[src/rtl/rtps_pkg.sv]
// ----------------------------------------------------------------------------
// rtps_pkg: shared types and constants of the run table predecessor search
// Sizes, opcodes, status codes and the command/status bundles that join the
// controller and the datapath.
// ----------------------------------------------------------------------------
`default_nettype none

package rtps_pkg;

   // table geometry
   localparam int MAX_RUNS = 1024;
   localparam int IDX_W    = $clog2(MAX_RUNS);
   localparam int CNT_W    = IDX_W + 1;
   localparam int POS_W    = 32;
   localparam int CHAR_W   = 8;
   localparam int OP_W     = 2;
   localparam int ST_W     = 2;

   // opcodes
   localparam logic [OP_W-1:0] OP_WRITE   = 2'd0;
   localparam logic [OP_W-1:0] OP_LOOKUP  = 2'd1;
   localparam logic [OP_W-1:0] OP_RESOLVE = 2'd2;
   localparam logic [OP_W-1:0] OP_NONE    = 2'd3;

   // status codes
   localparam logic [ST_W-1:0] ST_OK    = 2'd0;
   localparam logic [ST_W-1:0] ST_BELOW = 2'd1;
   localparam logic [ST_W-1:0] ST_RANGE = 2'd2;
   localparam logic [ST_W-1:0] ST_EMPTY = 2'd3;

   // read address source
   typedef enum logic [1:0] {
      RD_IDX  = 2'd0,
      RD_ZERO = 2'd1,
      RD_MID  = 2'd2,
      RD_LO   = 2'd3
   } rd_sel_type;

   // which result to load
   typedef enum logic [2:0] {
      RES_NONE  = 3'd0,
      RES_EMPTY = 3'd1,
      RES_RANGE = 3'd2,
      RES_BELOW = 3'd3,
      RES_ECHO  = 3'd4,
      RES_ENTRY = 3'd5
   } res_sel_type;

   typedef struct packed {
      logic        capture;
      logic        mem_write;
      logic        map_write;
      logic        rd_en;
      rd_sel_type  rd_sel;
      logic        load_key_rd;
      logic        search_init;
      logic        search_step;
      res_sel_type res_sel;
   } dp_cmd_type;

   typedef struct packed {
      logic [OP_W-1:0] op;
      logic            empty;
      logic            out_of_range;
      logic            below;
      logic            more;
   } dp_status_type;

endpackage

`default_nettype wire

[src/rtl/rtps_ctrl.sv]
// ----------------------------------------------------------------------------
// rtps_ctrl: sequencing state machine
// Steps one transaction through decode, target read (resolve), base read,
// search probes, final fetch and the one-cycle result strobe.
// ----------------------------------------------------------------------------
`default_nettype none

module rtps_ctrl
   import rtps_pkg::*;
(
   input  wire logic          clock,
   input  wire logic          reset,
   input  wire logic          start,
   output logic               busy,
   output logic               rsp_valid,
   output dp_cmd_type         cmd,
   input  wire dp_status_type sts
);

   typedef enum logic [7:0] {
      S_IDLE    = 8'b0000_0001,
      S_DECODE  = 8'b0000_0010,
      S_TARGET  = 8'b0000_0100,
      S_BASE    = 8'b0000_1000,
      S_PROBE   = 8'b0001_0000,
      S_FOUND   = 8'b0010_0000,
      S_FETCH   = 8'b0100_0000,
      S_RESPOND = 8'b1000_0000
   } ctrl_state_type;

   ctrl_state_type state_ff, state_in;

   always_ff @(posedge clock) begin
      if (reset) begin
         state_ff <= S_IDLE;
      end else begin
         state_ff <= state_in;
      end
   end

   always_comb begin
      state_in        = state_ff;
      cmd             = '0;
      cmd.rd_sel      = RD_IDX;
      cmd.res_sel     = RES_NONE;
      case (state_ff)
         S_IDLE: begin
            if (start) begin
               cmd.capture = 1'b1;
               state_in    = S_DECODE;
            end
         end
         S_DECODE: begin
            if (sts.op == OP_NONE) begin
               state_in = S_IDLE;
            end else if (sts.empty) begin
               cmd.res_sel = RES_EMPTY;
               state_in    = S_RESPOND;
            end else if (sts.op == OP_LOOKUP) begin
               cmd.rd_en  = 1'b1;
               cmd.rd_sel = RD_ZERO;
               state_in   = S_BASE;
            end else if (sts.out_of_range) begin
               cmd.res_sel = RES_RANGE;
               state_in    = S_RESPOND;
            end else if (sts.op == OP_WRITE) begin
               cmd.mem_write = 1'b1;
               cmd.res_sel   = RES_ECHO;
               state_in      = S_RESPOND;
            end else begin
               cmd.rd_en  = 1'b1;
               cmd.rd_sel = RD_IDX;
               state_in   = S_TARGET;
            end
         end
         S_TARGET: begin
            cmd.load_key_rd = 1'b1;
            cmd.rd_en       = 1'b1;
            cmd.rd_sel      = RD_ZERO;
            state_in        = S_BASE;
         end
         S_BASE: begin
            cmd.search_init = 1'b1;
            if (sts.op == OP_LOOKUP && sts.below) begin
               cmd.res_sel = RES_BELOW;
               state_in    = S_RESPOND;
            end else if (sts.more) begin
               cmd.rd_en  = 1'b1;
               cmd.rd_sel = RD_MID;
               state_in   = S_PROBE;
            end else begin
               state_in = S_FOUND;
            end
         end
         S_PROBE: begin
            cmd.search_step = 1'b1;
            if (sts.more) begin
               cmd.rd_en  = 1'b1;
               cmd.rd_sel = RD_MID;
            end else begin
               state_in = S_FOUND;
            end
         end
         S_FOUND: begin
            cmd.rd_en = 1'b1;
            if (sts.op == OP_LOOKUP) begin
               cmd.rd_sel = RD_LO;
            end else begin
               cmd.rd_sel    = RD_IDX;
               cmd.map_write = 1'b1;
            end
            state_in = S_FETCH;
         end
         S_FETCH: begin
            cmd.res_sel = RES_ENTRY;
            state_in    = S_RESPOND;
         end
         S_RESPOND: begin
            state_in = S_IDLE;
         end
         default: begin
            state_in = S_IDLE;
         end
      endcase
   end

   assign busy      = (state_ff != S_IDLE);
   assign rsp_valid = (state_ff == S_RESPOND);

endmodule

`default_nettype wire

[config.mk]
export PLATFORM = sky130hd
export DESIGN_NAME = rtps_ctrl
export DESIGN_NICKNAME = d
export VERILOG_FILES = /design/src/rtl/rtps_pkg.sv /design/src/rtl/rtps_ctrl.sv
export SDC_FILE = /design/constraint.sdc
export NUM_CORES = 1
export LEC_CHECK = 0
export ABC_AREA = 1
export BUFFER_PORTS_ARGS = -buffer_cell sky130_fd_sc_hd__buf_4
export CAP_MARGIN = 30
export CORE_MARGIN = 10
export CORE_UTILIZATION = 48
export DETAILED_ROUTE_END_ITERATION = 16
export GPL_ROUTABILITY_DRIVEN = 0
export PLACE_DENSITY = 0.77
export SLEW_MARGIN = 10
export SYNTH_ARGS = -nofsm -noshare
export SYNTH_HDL_FRONTEND = slang
export SYNTH_SLANG_ARGS = --single-unit
export TNS_END_PERCENT = 5
[constraint.sdc]
create_clock -name clock -period 1.32 [get_ports clock]
set_clock_uncertainty 0.2 [all_clocks]
set_input_delay 0.132 -clock clock [delete_from_list [all_inputs] [get_ports clock]]
set_output_delay 0.132 -clock clock [all_outputs]
set_load 0.01 [all_outputs]
Yosys cells after proc, flatten, opt, wreduce, memory -nomap -nowiden. Cells that the tools add are included.

Output and inout bits: 14. Register bits after elaboration: 8. Word-level logic and storage cells: 56.

Multiplexer cells: 39. Equality and inequality tests: 13. Reduce and logical (&&, ||, !) cells: 3.

Operator list (count): $mux 8 (8); $pmux 8 s7 (1); $mux 3 (12); $pmux 3 s5 (1); $mux 1 (13); $pmux 3 s3 (1); $eq 8x1->1 const B (1); $eq 8x2->1 const B (1); $eq 8x3->1 const B (1); $eq 8x4->1 const B (1); $eq 8x5->1 const B (1); $eq 8x6->1 const B (1); $eq 8x7->1 const B (1); $eq 8x8->1 const B (1); $ne 8x1->1 const B (1); $mux 6 (1); $mux 2 (2); $ne 2x2->1 const B (2); $eq 2x1->1 const B (1); $eq 2x2->1 const B (1); $logic_not 2->1 (1); $reduce_and 2->1 (1); $logic_and 1x1->1 (1).

Logic depth before layout (Yosys ltp).
Depth after elaboration: 7. Mapped depth: 9. Depth with buffers taken out: 9.

Least setup slack after synthesis. No wires, ideal clock.

Kind: reg2out. Start point: register state_ff[4]. End point: output cmd[8] in the netlist's numbering. Cell stages (with the launch flop): 8. Arrival: 1.026 ns. Path slack: -0.038 ns. Buffers on the path: 0. Cell sequence: dfxtp_1 nor2_2 nand3_1 nor2_2 nand3_1 nand2_2 nor2_1 o21ai_1.

RTL lines: from (decl) (RTL line rtps_ctrl.sv:31) `ctrl_state_type state_ff, state_in;`; from (signal assigned) (RTL line rtps_ctrl.sv:37) `state_ff <= state_in;`; to (decl) (RTL line rtps_ctrl.sv:16) `output dp_cmd_type cmd,`.

==> impl_metrics.toml <==
[status]
status = "finished, violations left"
failed_checks = "negative setup slack"

[logic_synthesis]
seq_area_frac_synth = 0.234
async_flop_share = 0
synth_cells = 111
synth_top_area_share = 0.234
synth_edf_count = 0
yosysMostFrequentCell = "nand2_1"
synth_common_cells = "21 x nand2_1, 17 x nor2_1, 12 x inv_2"
synth_warnings = 0
synth.avg_cell_area_um2 = 6.18
synth.largest_area_cell = "dfxtp_1"
synth_nets = 120
ys.flop_type = "dfxtp_1"
synth-seq-cells = 8
ys_types = 21
synthTopCellsByArea = "dfxtp_1 23%, nand2_1 11%, nor2_1 9.3%, nand3_1 6.6%, inv_2 6.6%"
syn-cell-area_um2 = 686

[power]
power_w = 0.000662
power_density_nw_per_um2 = 556
p_leak_nw = 0.630
ir_drop_mv = 0.528

[detailed_routing]
drc_errors = 0
dr.pass1.iters = 4
vias = 979
vias_per_cell = 5.53
wl_per_cell_um = 16.2
wl_mm = 2.88
ant_nets = 0
first_iter_violations = 45

[cells_and_area]
top_regs = "state_ff: 8 flops"
multiInputGateArea_um2 = 505
seqCellArea_um2 = 169
largest_reg_flops = 8
antennaDiodeCount = 0
layout-drive-gt1-share = 0.617
fin_area_um2 = 1190
fin_nets = 173
top_register = "state_ff"
area.growth.synth_to_final_pct = 73.7
fillerInstances = 63

[setup_path]
crit_path_cell_trace = "nor2_2 -> nand3_2 -> nor2_2 -> nand3_1 -> nand2_4 -> nor2_2 -> o21ai_2 -> buf_4"
rrSetupSlack_ns = -0.17
slowest_delay_ns = 0.33
critPathRequiredTime_ns = 0.99
critPathLaunchType = "register"
cp_slowest_cell = "dfxtp_2"
cp-end-kind = "output pin"
cp_common_cell = "nor2_2"
critical_path_class = "reg -> out"
r2r_start = "state_ff[7]$_SDFFE_PP0P_"
crit_fanout = 3
cp.arrival_ns = 1.48
startpoint = "state_ff[4]$_SDFFE_PP0P_"

[floorplan]
die_area_um2 = 3340
die_h_um = 57.8
rows = 13
initial_core_util = 0.520
pin_count = 23
core_area_um2 = 1320
fp.dieW_um = 57.8

[clocking]
numCtsBuffers = 3
htreeDepth = 1
cts_tree = "done"
clkTransAtPathRegs_ns = 0.05
clk_latency_ns = 0.26
root_buffer = "clkbuf_4"
cts_sinks = 8
cts_max_path_buffers = 2

[timing]
hold_violations = 0
final.setup.worst_slack_ns = -0.494
slew-limit-headroom = 0.764
fin_hold_ws_ns = 0.000860
post-route-period-util = 1.37
fmax_mhz = 551
drv_slew = 0
tightestPinTransition_ns = 0.351
tns_ns = -5.69
finalCriticalPeriod_ns = 1.81
rsz0062_at_grt = "true"
setup_viol = 21

[global_route]
grt_first_pass_wirelength_mm = 3.80
grt_pass1_vias = 920
grt.total_usage = 0.138
grt_max_degree = 9
antenna_found_initial = 0
grt-ovfl-total = 0

[job]
cap_violations = 0

[worst_hold_path]
hp-start = "sts[0]"
hold_class = "in -> reg"

[place]
port_buffers = 22
postPlaceCellArea_um2 = 990
hpwl_mm = 1.82
dp_slack_ns = -0.178
-- per-stage QoR --
step | utilization | std cells
2_1_floorplan | - | 111
3_3_place_gp | 0.751 | 163
3_5_place_dp | 0.751 | 163
4_1_cts | 0.845 | 173
5_1_grt | 0.904 | 177
6_report | 0.904 | 177
-- critical path, delay by kind of cell, from the launching register on --
kind / cells / cell delay [ns]
AO/OA/AOI/OAI: 1 / 0.05
buffers and inverters: 1 / 0.14
flip-flops: 1 / 0.33
AND/OR/NAND/NOR: 6 / 0.69
-- routing by layer --
metal,track usage,part of all wire,up-vias
met2,0.248,0.49,75
met4,0.0940,0.046,0
met5,0,0,-
li1,-,-,447
met3,0.0436,0.098,13
met1,0.129,0.36,444
-- worst paths after layout --
| path | endpoint | cells after the start |
|---|---|---|
| worst min-delay path | state_ff[5]$_SDFFE_PP0P_ | 4 |
| worst max-delay path | cmd[8] | 8 |
| worst min register to register | state_ff[1]$_SDFFE_PP0P_ | 4 |
| worst max register to register | state_ff[0]$_SDFFE_PP1P_ | 8 |
-- kinds of logic (layout without fill, tap and decap cells) --
| family | count (synthesis) | in the layout | share of synthesized area |
|---|---|---|---|
| buf+inv | 22 | 73 | 0.120 |
| flops | 8 | 8 | 0.234 |
| simple gates | 73 | 73 | 0.577 |
| compound gates | 8 | 8 | 0.0693 |
-- layout make-up --
| cell class | instances | area share |
|---|---|---|
| clock buffers | 3 | 0.0189 |
| flip-flops and latches | 8 | 0.142 |
| inverters | 21 | 0.0683 |
| multi-input cells | 81 | 0.424 |
| well taps | 15 | 0.0158 |
| repair buffers | 49 | 0.331 |
-- report_power, final --
| part | internal, W | switching, W | total (W) | leakage (nW) |
|---|---|---|---|---|
| registers | 0.000250 | 0.00000592 | 0.000256 | 0.0676 |
| clock network | 0.000104 | 0.0000880 | 0.000192 | 0.0138 |
| logic | 0.0000996 | 0.000115 | 0.000214 | 0.549 |
-- placed cells by master (no fill, tap or decap) --
cell type	count
dfxtp_2	7
dfxtp_1	1
nand3b_1	1
nor2_8	1
dlygate4sd3_1	3
nor3_1	1
nor2_1	13
inv_1	7
nor2_4	4
buf_4	41
buf_6	5
nor3_2	3
nand2_1	20
o21ai_2	1
a21oi_2	1
o21ai_1	2
nand2_2	5
nand4_1	3
inv_4	1
clkbuf_4	3
inv_2	13
nand2_4	6
o21ai_0	1
a21oi_1	1
nand3_1	8
a31oi_1	1
nor2_2	7
nand3_2	1
o21bai_4	1
-- what timing repair did --
action,in CTS,in global routing
pin swaps,5,7
buffers inserted,4,4
endpoints found under the hold margin,8,0
gates resized for setup,14,16
hold buffers,3,0
endpoints found under the setup margin,19,22
Power figures use the tool's default switching activity.
